File: src/hw/rtl/pspd_pkg.sv
// ----------------------------------------------------------------------------
// pspd_pkg: shared types and constants
// Microcode word, datapath control bundle, register indexes and fixed
// field widths of the speed-to-duty PID block.
// ----------------------------------------------------------------------------
`default_nettype none

package pspd_pkg;

  localparam int GAIN_W   = 16;
  localparam int SCALE_W  = 20;
  localparam int DUTY_W   = 16;
  localparam int CTRL_W   = 32;
  localparam int CORR_W   = 34;
  localparam int MUL_B_W  = SCALE_W + 1;
  localparam int CFG_IDX_W = 3;
  localparam int CFG_DATA_W = SCALE_W;
  localparam int STEP_W   = 4;

  localparam logic [CFG_IDX_W-1:0] REG_TARGET = 3'd0;
  localparam logic [CFG_IDX_W-1:0] REG_GAIN_P = 3'd1;
  localparam logic [CFG_IDX_W-1:0] REG_GAIN_I = 3'd2;
  localparam logic [CFG_IDX_W-1:0] REG_GAIN_D = 3'd3;
  localparam logic [CFG_IDX_W-1:0] REG_SCALE  = 3'd4;
  localparam logic [CFG_IDX_W-1:0] REG_BASE   = 3'd5;
  localparam logic [CFG_IDX_W-1:0] REG_TRIM   = 3'd6;
  localparam logic [CFG_IDX_W-1:0] REG_TOP    = 3'd7;

  localparam logic [STEP_W-1:0] STEP_IDLE    = 4'd0;
  localparam logic [STEP_W-1:0] STEP_MUL_P   = 4'd1;
  localparam logic [STEP_W-1:0] STEP_MUL_I   = 4'd2;
  localparam logic [STEP_W-1:0] STEP_MUL_D   = 4'd3;
  localparam logic [STEP_W-1:0] STEP_ACC_D   = 4'd4;
  localparam logic [STEP_W-1:0] STEP_CTRL    = 4'd5;
  localparam logic [STEP_W-1:0] STEP_MUL_S   = 4'd6;
  localparam logic [STEP_W-1:0] STEP_CORR    = 4'd7;
  localparam logic [STEP_W-1:0] STEP_MUL_T   = 4'd8;
  localparam logic [STEP_W-1:0] STEP_DONE    = 4'd9;

  typedef enum logic [1:0] {
    SEQ_NEXT,
    SEQ_WAIT_IN,
    SEQ_DONE
  } pspd_seq_t;

  typedef enum logic [2:0] {
    MA_NONE,
    MA_ERR,
    MA_SUM,
    MA_DERIV,
    MA_CTRL,
    MA_CORR
  } pspd_mula_t;

  typedef enum logic [2:0] {
    MB_GP,
    MB_GI,
    MB_GD,
    MB_SCALE,
    MB_TRIM
  } pspd_mulb_t;

  typedef enum logic [1:0] {
    ACC_HOLD,
    ACC_LOAD,
    ACC_ADD
  } pspd_acc_t;

  typedef struct packed {
    pspd_seq_t  seq;
    pspd_mula_t mul_a;
    pspd_mulb_t mul_b;
    pspd_acc_t  acc_op;
    logic       ld_ctrl;
    logic       ld_corr;
  } pspd_uword_t;

  typedef struct packed {
    pspd_uword_t uw;
    logic        in_fire;
    logic        out_load;
  } pspd_ctl_t;

  function automatic pspd_uword_t pspd_ucode(input logic [STEP_W-1:0] step);
    pspd_uword_t w;
    w = '{seq: SEQ_NEXT, mul_a: MA_NONE, mul_b: MB_GP, acc_op: ACC_HOLD,
          ld_ctrl: 1'b0, ld_corr: 1'b0};
    unique case (step)
      STEP_IDLE:  w.seq = SEQ_WAIT_IN;
      STEP_MUL_P: begin
        w.mul_a = MA_ERR;
        w.mul_b = MB_GP;
      end
      STEP_MUL_I: begin
        w.mul_a  = MA_SUM;
        w.mul_b  = MB_GI;
        w.acc_op = ACC_LOAD;
      end
      STEP_MUL_D: begin
        w.mul_a  = MA_DERIV;
        w.mul_b  = MB_GD;
        w.acc_op = ACC_ADD;
      end
      STEP_ACC_D: w.acc_op = ACC_ADD;
      STEP_CTRL:  w.ld_ctrl = 1'b1;
      STEP_MUL_S: begin
        w.mul_a = MA_CTRL;
        w.mul_b = MB_SCALE;
      end
      STEP_CORR:  w.ld_corr = 1'b1;
      STEP_MUL_T: begin
        w.mul_a = MA_CORR;
        w.mul_b = MB_TRIM;
      end
      STEP_DONE:  w.seq = SEQ_DONE;
      default:    w.seq = SEQ_NEXT;
    endcase
    return w;
  endfunction

endpackage

`default_nettype wire

File: src/hw/rtl/pid_speed_to_pwm_duty.sv
// ----------------------------------------------------------------------------
// pid_speed_to_pwm_duty: PID wheel speed to PWM duty
// One measured speed per item in, one duty level, control value and clamp
// flag out. Integral and previous error persist across items.
//
//   channel  handshake             payload
//   in       in_valid / in_ready   measured_speed
//   out      out_valid / out_ready duty_level, control_value, clamped
//   cfg      cfg_valid / cfg_ready cfg_index, cfg_data
//
// A result is loaded into the output register once its item has run through
// a ten-step microcode program (idle plus nine working steps) that drives
// one shared 34x21 multiplier through five products plus accumulate, saturate
// and clamp steps. The next item is accepted the cycle after the result is
// loaded, even while it waits, never while an item is still in the program.
// Reset (synchronous) clears integral, previous error, step and out_valid and
// sets config registers to defaults. A stalled output holds the last step.
// ----------------------------------------------------------------------------
`default_nettype none

module pid_speed_to_pwm_duty #(
  parameter int SPEED_BITS = 12,
  parameter int SUM_BITS   = 24
) (
  input  logic                               clk,
  input  logic                               rst,
  input  logic                               in_valid,
  output logic                               in_ready,
  input  logic [SPEED_BITS-1:0]              measured_speed,
  output logic                               out_valid,
  input  logic                               out_ready,
  output logic [pspd_pkg::DUTY_W-1:0]        duty_level,
  output logic signed [pspd_pkg::CTRL_W-1:0] control_value,
  output logic                               clamped,
  input  logic                               cfg_valid,
  output logic                               cfg_ready,
  input  logic [pspd_pkg::CFG_IDX_W-1:0]     cfg_index,
  input  logic [pspd_pkg::CFG_DATA_W-1:0]    cfg_data
);
  import pspd_pkg::*;

  pspd_ctl_t             ctl;
  logic [SPEED_BITS-1:0] speed_setpoint;
  logic [GAIN_W-1:0]     gain_p;
  logic [GAIN_W-1:0]     gain_i;
  logic [GAIN_W-1:0]     gain_d;
  logic [SCALE_W-1:0]    duty_scale;
  logic [DUTY_W-1:0]     base_duty;
  logic [GAIN_W-1:0]     trim_factor;
  logic [DUTY_W-1:0]     duty_top;

  pspd_cfg #(
    .SPEED_BITS (SPEED_BITS)
  ) u_cfg (
    .clk            (clk),
    .rst            (rst),
    .cfg_valid      (cfg_valid),
    .cfg_ready      (cfg_ready),
    .cfg_index      (cfg_index),
    .cfg_data       (cfg_data),
    .speed_setpoint (speed_setpoint),
    .gain_p         (gain_p),
    .gain_i         (gain_i),
    .gain_d         (gain_d),
    .duty_scale     (duty_scale),
    .base_duty      (base_duty),
    .trim_factor    (trim_factor),
    .duty_top       (duty_top)
  );

  pspd_seq u_seq (
    .clk       (clk),
    .rst       (rst),
    .in_valid  (in_valid),
    .in_ready  (in_ready),
    .out_valid (out_valid),
    .out_ready (out_ready),
    .ctl       (ctl)
  );

  pspd_dp #(
    .SPEED_BITS (SPEED_BITS),
    .SUM_BITS   (SUM_BITS)
  ) u_dp (
    .clk            (clk),
    .rst            (rst),
    .ctl            (ctl),
    .measured_speed (measured_speed),
    .speed_setpoint (speed_setpoint),
    .gain_p         (gain_p),
    .gain_i         (gain_i),
    .gain_d         (gain_d),
    .duty_scale     (duty_scale),
    .base_duty      (base_duty),
    .trim_factor    (trim_factor),
    .duty_top       (duty_top),
    .duty_level     (duty_level),
    .control_value  (control_value),
    .clamped        (clamped)
  );

endmodule

`default_nettype wire

File: src/hw/rtl/pspd_cfg.sv
// ----------------------------------------------------------------------------
// pspd_cfg: configuration register file
// Holds setpoint, gains, scale, base, trim and top; one write per item.
// ----------------------------------------------------------------------------
`default_nettype none

module pspd_cfg #(
  parameter int SPEED_BITS = 12
) (
  input  logic                                clk,
  input  logic                                rst,
  input  logic                                cfg_valid,
  output logic                                cfg_ready,
  input  logic [pspd_pkg::CFG_IDX_W-1:0]      cfg_index,
  input  logic [pspd_pkg::CFG_DATA_W-1:0]     cfg_data,
  output logic [SPEED_BITS-1:0]               speed_setpoint,
  output logic [pspd_pkg::GAIN_W-1:0]         gain_p,
  output logic [pspd_pkg::GAIN_W-1:0]         gain_i,
  output logic [pspd_pkg::GAIN_W-1:0]         gain_d,
  output logic [pspd_pkg::SCALE_W-1:0]        duty_scale,
  output logic [pspd_pkg::DUTY_W-1:0]         base_duty,
  output logic [pspd_pkg::GAIN_W-1:0]         trim_factor,
  output logic [pspd_pkg::DUTY_W-1:0]         duty_top
);
  import pspd_pkg::*;

  assign cfg_ready = 1'b1;

  always_ff @(posedge clk) begin
    if (rst) begin
      speed_setpoint <= SPEED_BITS'(100);
      gain_p         <= GAIN_W'(2048);
      gain_i         <= GAIN_W'(819);
      gain_d         <= GAIN_W'(82);
      duty_scale     <= SCALE_W'(3543);
      base_duty      <= DUTY_W'(24000);
      trim_factor    <= GAIN_W'(16384);
      duty_top       <= DUTY_W'(50000);
    end else if (cfg_valid && cfg_ready) begin
      unique case (cfg_index)
        REG_TARGET: speed_setpoint <= cfg_data[SPEED_BITS-1:0];
        REG_GAIN_P: gain_p         <= cfg_data[GAIN_W-1:0];
        REG_GAIN_I: gain_i         <= cfg_data[GAIN_W-1:0];
        REG_GAIN_D: gain_d         <= cfg_data[GAIN_W-1:0];
        REG_SCALE:  duty_scale     <= cfg_data[SCALE_W-1:0];
        REG_BASE:   base_duty      <= cfg_data[DUTY_W-1:0];
        REG_TRIM:   trim_factor    <= cfg_data[GAIN_W-1:0];
        REG_TOP:    duty_top       <= cfg_data[DUTY_W-1:0];
        default:    ;
      endcase
    end
  end

endmodule

`default_nettype wire

File: src/hw/rtl/pspd_seq.sv
// ----------------------------------------------------------------------------
// pspd_seq: microcode sequencer
// Step counter over the control-word table, input/output handshakes.
// ----------------------------------------------------------------------------
`default_nettype none

module pspd_seq (
  input  logic                clk,
  input  logic                rst,
  input  logic                in_valid,
  output logic                in_ready,
  output logic                out_valid,
  input  logic                out_ready,
  output pspd_pkg::pspd_ctl_t ctl
);
  import pspd_pkg::*;

  logic [STEP_W-1:0] step;
  logic [STEP_W-1:0] step_next;
  logic              out_valid_next;
  pspd_uword_t       uw;
  logic              in_fire;
  logic              out_load;

  assign uw = pspd_ucode(step);

  always_comb begin
    in_ready = 1'b0;
    in_fire  = 1'b0;
    out_load = 1'b0;
    unique case (uw.seq)
      SEQ_WAIT_IN: begin
        in_ready = 1'b1;
        in_fire  = in_valid;
      end
      SEQ_DONE:    out_load = !out_valid || out_ready;
      SEQ_NEXT:    ;
      default:     ;
    endcase
  end

  always_comb begin
    step_next = step;
    unique case (uw.seq)
      SEQ_WAIT_IN: if (in_valid) step_next = step + STEP_W'(1);
      SEQ_DONE:    if (!out_valid || out_ready) step_next = STEP_IDLE;
      SEQ_NEXT:    step_next = step + STEP_W'(1);
      default:     step_next = STEP_IDLE;
    endcase
  end

  always_comb begin
    if (out_load) begin
      out_valid_next = 1'b1;
    end else if (out_ready) begin
      out_valid_next = 1'b0;
    end else begin
      out_valid_next = out_valid;
    end
  end

  assign ctl = '{uw: uw, in_fire: in_fire, out_load: out_load};

  always_ff @(posedge clk) begin
    if (rst) begin
      step      <= STEP_IDLE;
      out_valid <= 1'b0;
    end else begin
      step      <= step_next;
      out_valid <= out_valid_next;
    end
  end

endmodule

`default_nettype wire

File: src/hw/rtl/pspd_dp.sv
// ----------------------------------------------------------------------------
// pspd_dp: PID datapath
// Error, integral and derivative registers, one shared multiplier,
// accumulator, saturation and duty clamp, output register.
// ----------------------------------------------------------------------------
`default_nettype none

module pspd_dp #(
  parameter int SPEED_BITS = 12,
  parameter int SUM_BITS   = 24
) (
  input  logic                               clk,
  input  logic                               rst,
  input  pspd_pkg::pspd_ctl_t                ctl,
  input  logic [SPEED_BITS-1:0]              measured_speed,
  input  logic [SPEED_BITS-1:0]              speed_setpoint,
  input  logic [pspd_pkg::GAIN_W-1:0]        gain_p,
  input  logic [pspd_pkg::GAIN_W-1:0]        gain_i,
  input  logic [pspd_pkg::GAIN_W-1:0]        gain_d,
  input  logic [pspd_pkg::SCALE_W-1:0]       duty_scale,
  input  logic [pspd_pkg::DUTY_W-1:0]        base_duty,
  input  logic [pspd_pkg::GAIN_W-1:0]        trim_factor,
  input  logic [pspd_pkg::DUTY_W-1:0]        duty_top,
  output logic [pspd_pkg::DUTY_W-1:0]        duty_level,
  output logic signed [pspd_pkg::CTRL_W-1:0] control_value,
  output logic                               clamped
);
  import pspd_pkg::*;

  localparam int E_W   = SPEED_BITS + 1;
  localparam int D_W   = SPEED_BITS + 2;
  localparam int SA_W  = ((SUM_BITS > E_W) ? SUM_BITS : E_W) + 1;
  localparam int A_W   = (SUM_BITS > CORR_W) ? SUM_BITS : CORR_W;
  localparam int P_W   = A_W + MUL_B_W;
  localparam int ACC_W = ((SUM_BITS > D_W) ? SUM_BITS : D_W) + GAIN_W + 3;

  localparam logic signed [SA_W-1:0] SUM_MAX =
    SA_W'((64'sd1 <<< (SUM_BITS - 1)) - 64'sd1);
  localparam logic signed [SA_W-1:0] SUM_MIN = -SUM_MAX - SA_W'(1);
  localparam logic signed [63:0] CTRL_MAX = 64'sh0000_0000_7FFF_FFFF;
  localparam logic signed [63:0] CTRL_MIN = -64'sh0000_0000_8000_0000;
  localparam logic signed [63:0] CORR_LIM = 64'sh0000_0001_0000_0000;

  logic signed [SUM_BITS-1:0] error_sum;
  logic signed [E_W-1:0]      last_error;
  logic signed [E_W-1:0]      err;
  logic signed [D_W-1:0]      deriv;
  logic signed [P_W-1:0]      prod;
  logic signed [ACC_W-1:0]    acc;
  logic signed [CTRL_W-1:0]   ctrl;
  logic signed [CORR_W-1:0]   corr;

  logic signed [E_W-1:0]      err_in;
  logic signed [D_W-1:0]      deriv_in;
  logic signed [SA_W-1:0]     sum_add;
  logic signed [SUM_BITS-1:0] error_sum_next;
  logic signed [A_W-1:0]      mul_a;
  logic [MUL_B_W-1:0]         mul_b_u;
  logic signed [MUL_B_W-1:0]  mul_b;
  logic signed [63:0]         acc_sh;
  logic signed [63:0]         prod_wide;
  logic signed [63:0]         corr_sh;
  logic signed [63:0]         duty_sum;
  logic signed [CTRL_W-1:0]   ctrl_next;
  logic signed [CORR_W-1:0]   corr_next;
  logic [DUTY_W-1:0]          duty_next;
  logic                       clamped_next;

  assign err_in   = $signed({1'b0, speed_setpoint}) - $signed({1'b0, measured_speed});
  assign deriv_in = D_W'(err_in) - D_W'(last_error);
  assign sum_add  = SA_W'(error_sum) + SA_W'(err_in);

  always_comb begin
    if (sum_add > SUM_MAX) begin
      error_sum_next = SUM_MAX[SUM_BITS-1:0];
    end else if (sum_add < SUM_MIN) begin
      error_sum_next = SUM_MIN[SUM_BITS-1:0];
    end else begin
      error_sum_next = sum_add[SUM_BITS-1:0];
    end
  end

  always_comb begin
    unique case (ctl.uw.mul_a)
      MA_ERR:   mul_a = A_W'(err);
      MA_SUM:   mul_a = A_W'(error_sum);
      MA_DERIV: mul_a = A_W'(deriv);
      MA_CTRL:  mul_a = A_W'(ctrl);
      MA_CORR:  mul_a = A_W'(corr);
      default:  mul_a = '0;
    endcase
  end

  always_comb begin
    unique case (ctl.uw.mul_b)
      MB_GP:    mul_b_u = MUL_B_W'(gain_p);
      MB_GI:    mul_b_u = MUL_B_W'(gain_i);
      MB_GD:    mul_b_u = MUL_B_W'(gain_d);
      MB_SCALE: mul_b_u = MUL_B_W'(duty_scale);
      MB_TRIM:  mul_b_u = MUL_B_W'(trim_factor);
      default:  mul_b_u = '0;
    endcase
  end

  assign mul_b = $signed(mul_b_u);

  assign acc_sh    = 64'(acc) >>> 12;
  assign prod_wide = 64'(prod);
  assign corr_sh   = prod_wide >>> 4;
  assign duty_sum  = (prod_wide >>> 14) + $signed(64'(base_duty));

  always_comb begin
    if (acc_sh > CTRL_MAX) begin
      ctrl_next = CTRL_MAX[CTRL_W-1:0];
    end else if (acc_sh < CTRL_MIN) begin
      ctrl_next = CTRL_MIN[CTRL_W-1:0];
    end else begin
      ctrl_next = acc_sh[CTRL_W-1:0];
    end
  end

  always_comb begin
    if (corr_sh > CORR_LIM) begin
      corr_next = CORR_LIM[CORR_W-1:0];
    end else if (corr_sh < -CORR_LIM) begin
      corr_next = CORR_W'(-CORR_LIM);
    end else begin
      corr_next = corr_sh[CORR_W-1:0];
    end
  end

  always_comb begin
    if (duty_sum < 64'sd0) begin
      duty_next    = '0;
      clamped_next = 1'b1;
    end else if (duty_sum > $signed(64'(duty_top))) begin
      duty_next    = duty_top;
      clamped_next = 1'b1;
    end else begin
      duty_next    = duty_sum[DUTY_W-1:0];
      clamped_next = 1'b0;
    end
  end

  always_ff @(posedge clk) begin
    if (rst) begin
      error_sum  <= '0;
      last_error <= '0;
    end else if (ctl.in_fire) begin
      error_sum  <= error_sum_next;
      last_error <= err_in;
    end
  end

  always_ff @(posedge clk) begin
    if (ctl.in_fire) begin
      err   <= err_in;
      deriv <= deriv_in;
    end
    if (ctl.uw.mul_a != MA_NONE) begin
      prod <= mul_a * mul_b;
    end
    unique case (ctl.uw.acc_op)
      ACC_LOAD: acc <= ACC_W'(prod);
      ACC_ADD:  acc <= acc + ACC_W'(prod);
      default:  ;
    endcase
    if (ctl.uw.ld_ctrl) begin
      ctrl <= ctrl_next;
    end
    if (ctl.uw.ld_corr) begin
      corr <= corr_next;
    end
    if (ctl.out_load) begin
      duty_level    <= duty_next;
      control_value <= ctrl;
      clamped       <= clamped_next;
    end
  end

endmodule

`default_nettype wire
File: config.mk
export PLATFORM = sky130hd
export DESIGN_NAME = pid_speed_to_pwm_duty
export DESIGN_NICKNAME = d
export VERILOG_FILES = /design/src/hw/rtl/pspd_pkg.sv /design/src/hw/rtl/pid_speed_to_pwm_duty.sv /design/src/hw/rtl/pspd_cfg.sv /design/src/hw/rtl/pspd_seq.sv /design/src/hw/rtl/pspd_dp.sv
export SDC_FILE = /design/constraint.sdc
export NUM_CORES = 2
export LEC_CHECK = 0
export BUFFER_PORTS_ARGS = -buffer_cell sky130_fd_sc_hd__buf_2
export CAP_MARGIN = 20
export CORE_MARGIN = 2
export CORE_UTILIZATION = 25
export DETAILED_ROUTE_END_ITERATION = 6
export PLACE_DENSITY = 0.44
export SYNTH_ARGS = -nofsm -noshare
export SYNTH_HDL_FRONTEND = slang
export SYNTH_SLANG_ARGS = --single-unit
File: constraint.sdc
create_clock -name clk -period 23.4 [get_ports clk]
set_clock_uncertainty 0.15 [all_clocks]
set_input_delay 3.51 -clock clk [delete_from_list [all_inputs] [get_ports clk]]
set_output_delay 3.51 -clock clk [all_outputs]
set_load 0.02 [all_outputs]
* After elaboration in Yosys (flattened, before gate mapping)
Cells that the tools add are included.
** Operators by class
- Multipliers :: 1
- $lt $le $gt $ge :: 8
- Muxes and demuxes :: 22
- Eq/ne operators :: 31
- Reductions and logical operators :: 20
- Add/sub/neg operators :: 6
** Operators by type and width (count)
- $pmux W34 S5 :: 1
- $pmux W20 S5 :: 1
- $pmux W43 S2 :: 1
- $gt A64 B17 Y1 :: 1
- $lt A64 B1 Y1 const B :: 1
- $mul A34 B21 Y55 :: 1
- $gt A51 B34 Y1 const B :: 1
- $lt A51 B33 Y1 const B :: 1
- $mux W24 :: 2
- $add A43 B43 Y43 :: 1
- $add A41 B17 Y42 :: 1
- $mux W34 :: 1
- $gt A31 B32 Y1 const B :: 1
- $lt A31 B32 Y1 const B :: 1
- $mux W32 :: 1
- $pmux W6 S5 :: 1
- $add A24 B13 Y25 :: 1
- $gt A25 B24 Y1 const B :: 1
- $lt A25 B24 Y1 const B :: 1
- $eq A3 B3 Y1 const B :: 7
- $eq A3 B2 Y1 const B :: 6
- $reduce_and A2 Y1 :: 9
- $eq A4 B3 Y1 const B :: 4
- $mux W16 :: 1
- other kinds (23) :: 41
** Storage, ports and cells
- Register bits after elaboration :: 410
- Output and inout port bits :: 52

* Depth between registers and ports, before layout
- Word-level depth :: 5
- Gate-level depth with buffers :: 37

* Hierarchy
Synthesis repeated with hierarchy kept, for this count alone.
** Unflattened totals
- Cell total of the unflattened synthesis :: 4988
- Area total of the unflattened synthesis :: 46453.3 um^2
** By module, submodules not included
- pspd_dp :: cells each 4465, seq. area each 7947.6 um^2, area each 41005.6 um^2, times used 1
- pspd_cfg :: cells each 469, seq. area each 2562.5 um^2, area each 5044.8 um^2, times used 1
- pspd_seq :: cells each 54, seq. area each 100.1 um^2, area each 402.9 um^2, times used 1

* Worst setup path before layout
No wires, ideal clock.
- Path type :: register -> register
- From :: register u_seq.step[3]
- To :: register u_dp.prod[54] (data pin)
- Setup time :: 260 ps
- Setup slack :: 14357 ps
- Data arrival time :: 8633 ps
- Required time :: 22990 ps
- Stages on the path, launching flop included :: 34
- Clock period less this slack :: 9043 ps
- Cells stage by stage :: dfxtp_1 -> clkbuf_1 -> nand2b_1 -> nor3_1 -> clkbuf_1 -> clkbuf_1 -> a22oi_1 -> nand3_1 -> clkbuf_1 -> nand2_1 -> fa_1 -> inv_1 -> fa_1 -> inv_1 -> fa_1 -> inv_1 -> fa_1 -> fa_1 -> fa_1 -> inv_1 -> fa_1 -> inv_1 -> ha_1 -> a21o_1 -> a21o_1 -> a21o_1 -> a221o_1 -> nor3_2 -> a31oi_1 -> a31o_2 -> a211oi_1 -> o31ai_1 -> a21oi_1 -> xnor2_1
** On the way
- Cells in the longest elaborated chain, start to end :: 5
** RTL lines
- start, declared :: line pspd_seq.sv:18 : logic [STEP_W-1:0] step;
- start signal, assigned :: line pspd_seq.sv:69 : step <= step_next;
- $eq A4 B4 Y1, or another cell as far along :: line pspd_pkg.sv:88 : unique case (step)
- $pmux W6 S5 (*) :: line pspd_pkg.sv:88
- $eq A3 B3 Y1, or another cell as far along :: line pspd_dp.sv:84 : unique case (ctl.uw.mul_a)
- $pmux W34 S5 or $pmux W20 S5 (tied branches) :: line pspd_dp.sv:84, pspd_dp.sv:95
- $mul A34 B21 Y55 (*) :: line pspd_dp.sv:161 : prod <= mul_a * mul_b;
- end signal, assigned :: line pspd_dp.sv:161
- end, declared :: line pspd_dp.sv:48 : logic signed [P_W-1:0] prod;
Every way passes the cells marked *; elsewhere a longest branch is shown, timed or not.
A chain may end at the register's enable or synchronous reset.

* Worst setup path in the final report
- From :: register u_seq.step[2]
- To :: register u_dp.prod[52] (data pin)
The elaborated chain is that of the path after synthesis.

==> results.py <==
metrics = {
    "worst_setup_path": {
        "cp_max_fo": 45,
        "reg2reg_from": "u_seq.step[2]",
        "rr_endpoint": "u_dp.prod[52]",
        "critical-path-max-stage-delay_ps": 660,
        "r2r_setup_slack_ps": 12180,
        "cp_slowest_cell": "buf_4",
        "arrival_ps": 11440,
        "rr_worst_depth": 29,
        "cp-end-kind": "flip-flop",
        "cp.required_ps": 23610,
        "worstSetupPathType": "reg -> reg",
        "cpMostUsedCell": "fa_1",
        "start_kind": "flip-flop",
    },
    "synth": {
        "ys.flop_type": "edfxtp_1",
        "ys_seq_area_frac": 0.2313,
        "ys_top_cells_by_area": "fa_1 (30%), edfxtp_1 (16%), inv_1 (7.4%)",
        "synth_top_area_frac": 0.2951,
        "synthDistinctLibCells": 94,
        "ys_ff_latch": 410,
        "syn_inst": 5164,
        "synthArstFlopShare": 0,
        "yosysTopAreaCell": "fa_1",
        "syn_area_um2": 45870,
        "synth_fp_nets": 6143,
        "yosys_warnings": 0,
        "synth_edf_count": 240,
        "synth_area_per_cell_um2": 8.882,
    },
    "clock_network": {
        "h-tree-depth": 2,
        "cts_setup_buffers": 0,
        "cts_tree": "yes",
        "root_buffer": "clkbuf_16",
        "cts-resized-gates": 0,
        "hold_buffers": 0,
        "clk_latency_ps": 660,
        "cts_made_buffers": 48,
        "cts_sinks": 410,
        "clockBufferDepth": 3,
        "path_clk_slew_ps": 60,
    },
    "drt": {
        "ant_nets": 0,
        "remaining_drc_errors": 0,
        "vias_per_cell": 4.695,
        "wirelength_mm": 162.8,
        "drt_iter0_drc": 2541,
        "vias": 35350,
        "wl_per_cell_um": 21.62,
        "detail_route.first_pass.iterations": 5,
    },
    "floorplanning": {
        "start_util": 0.2511,
        "dieArea_um2": 186900,
        "die_w_um": 432.3,
        "core_area_um2": 182700,
        "die_h_um": 432.3,
        "rows": 157,
        "pin_count": 92,
    },
    "global_route": {
        "grtUsageTotal": 0.1761,
        "grt_max_degree": 75,
        "grt_pass1_wl_mm": 246.2,
        "grt_antenna_before_repair": 2,
        "grt_overflow": 0,
        "grt_pass1_vias": 36780,
    },
    "worst_hold_path": {
        "min-delay-path-class": "reg -> reg",
        "whs_path_depth": 0,
        "min_to": "u_dp.ctrl[0]",
        "min-delay-start": "u_dp.acc[12]",
    },
    "sta": {
        "slew-limit-headroom": 0.2409,
        "finalSetupViolCount": 0,
        "tightest_slew_ps": 1139,
        "fin_crit_ps": 11220,
        "finalSetupTns_ps": 0,
        "rsz0062_at_grt": "no",
        "slew_viol_final": 0,
        "timing_hold_violations_final": 0,
        "max_freq_ghz": 0.08909,
        "min_period_over_period": 0.4797,
    },
    "final_layout": {
        "layout_commonest_cell": "inv_1",
        "nNetsFinal": 6076,
        "drive_gt1_frac": 0.06443,
        "final_cell_mix": "inv_1 (908), nand2_1 (860), fa_1 (676)",
        "syn2layout_area_growth_pct": 10.33,
        "final_area_um2": 50600,
    },
    "pwr": {
        "p_leak_nw": 22.33,
        "cellPowerDensity_nw_per_um2": 73.58,
        "vdd_drop_max_uv": 53.66,
        "finalPower_w": 0.003723,
    },
    "flow_run": {
        "cap_viol_max_count": 0,
    },
    "status": {
        "status": "finished, final reports clean",
    },
    "placement": {
        "globalplace.congestion": 0.8877,
        "placed_cell_area_um2": 48870,
        "io_buffers": 90,
        "dp_hpwl_mm": 126.7,
    },
}
registers in the layout, summed over array words and instances (netlist names), 12 cells and up:
signal and count:
u_dp.prod 55, u_dp.acc 43, u_dp.corr 34, u_dp.control_value 32, u_dp.ctrl 32, u_dp.error_sum 24
u_cfg.duty_scale 20, u_cfg.base_duty 16, u_cfg.duty_top 16, u_cfg.gain_d 16, u_cfg.gain_i 16, u_cfg.gain_p 16
u_cfg.trim_factor 16, u_dp.duty_level 16, u_dp.deriv 14, u_dp.err 13, u_dp.last_error 13, u_cfg.speed_setpoint 12
routing by layer:
layer	global-route usage	share of wire	up-vias
met5	0	0.00016	-
met4	0.05938	0.040	4
met3	0.02192	0.046	191
met2	0.2879	0.46	774
met1	0.2398	0.45	18060
li1	-	-	16320
kinds of logic (layout without fill, tap and decap cells):
logic type,Yosys count,after routing,synth area share
xor gates and xnor gates,144,144,0.02750
DFF,410,410,0.2313
AOI/OAI and AO/OA,778,778,0.1090
buffers and inverters,1191,1164,0.09900
and+or+nand+nor,1660,1660,0.1566
muxes,40,40,0.009575
other,1,7,0.00008176
adders and majority gates,940,940,0.3670
metrics by stage:
stage	utilization	worst slack, ps	hold slack (ps)	cells
finish	0.2770	12180	282.1	7528
global route	0.2769	11560	296.9	7522
CTS	0.2768	12170	286.1	7521
detailed placement	0.2675	12270	298.0	7431
global placement	0.2673	12170	292.3	7429
floorplan	-	14360	276.2	5164
critical path, delay by kind of cell, from the launching register on:
kind / cells / cell delay, ps
flops: 1 / 610
xor+xnor: 1 / 110
fa+ha+maj: 8 / 4140
buf+inv: 5 / 1280
simple gates: 8 / 2480
compound gates: 7 / 2070
cell type report:
| class | instances | area, um^2 |
|---|---|---|
| multi-input cells | 3563 | 30850 |
| well taps | 2385 | 2984 |
| flip-flops and latches | 410 | 10610 |
| clock buffers | 62 | 1274 |
| clock inverters | 28 | 426.7 |
| inverters | 912 | 3423 |
| diodes | 6 | 15.01 |
| repair buffers | 162 | 1022 |
| fillers | 19610 | 132100 |
worst max-delay path by stage:
stage / start / to / slack, ps / depth (start not counted)
after floorplan: u_seq.step[3] / u_dp.prod[54] / 14360 / 33
after global placement: u_seq.step[2] / u_dp.prod[52] / 12170 / 29
after detailed placement: u_seq.step[2] / u_dp.prod[52] / 12270 / 29
after CTS: u_seq.step[2] / u_dp.prod[52] / 12170 / 29
after global routing: u_seq.step[1] / u_dp.prod[52] / 11560 / 31
final: u_seq.step[2] / u_dp.prod[52] / 12180 / 29
Yosys cell counts (30+ instances only):
| master | count |
|---|---|
| and4_1 | 38 |
| nor3_1 | 31 |
| a211oi_1 | 35 |
| inv_1 | 909 |
| a21o_1 | 80 |
| edfxtp_1 | 240 |
| nand2_1 | 860 |
| fa_1 | 676 |
| nand4_1 | 57 |
| o21ai_0 | 103 |
| mux2_2 | 30 |
| nand3_1 | 76 |
| a21oi_1 | 286 |
| ha_1 | 263 |
| a22oi_1 | 40 |
| clkbuf_1 | 244 |
| nor2b_1 | 56 |
| nor2_1 | 431 |
| dfxtp_1 | 170 |
| xor2_1 | 44 |
| xnor2_1 | 100 |
| a31oi_1 | 35 |
report_power, final:
part	leakage, nW	internal [W]	switching, W
clock network	0.826	0.000488	0.000334
logic	17.8	0.000687	0.00120
registers	3.67	0.000885	0.000129
No activity file was read; power rests on OpenSTA's default activity.
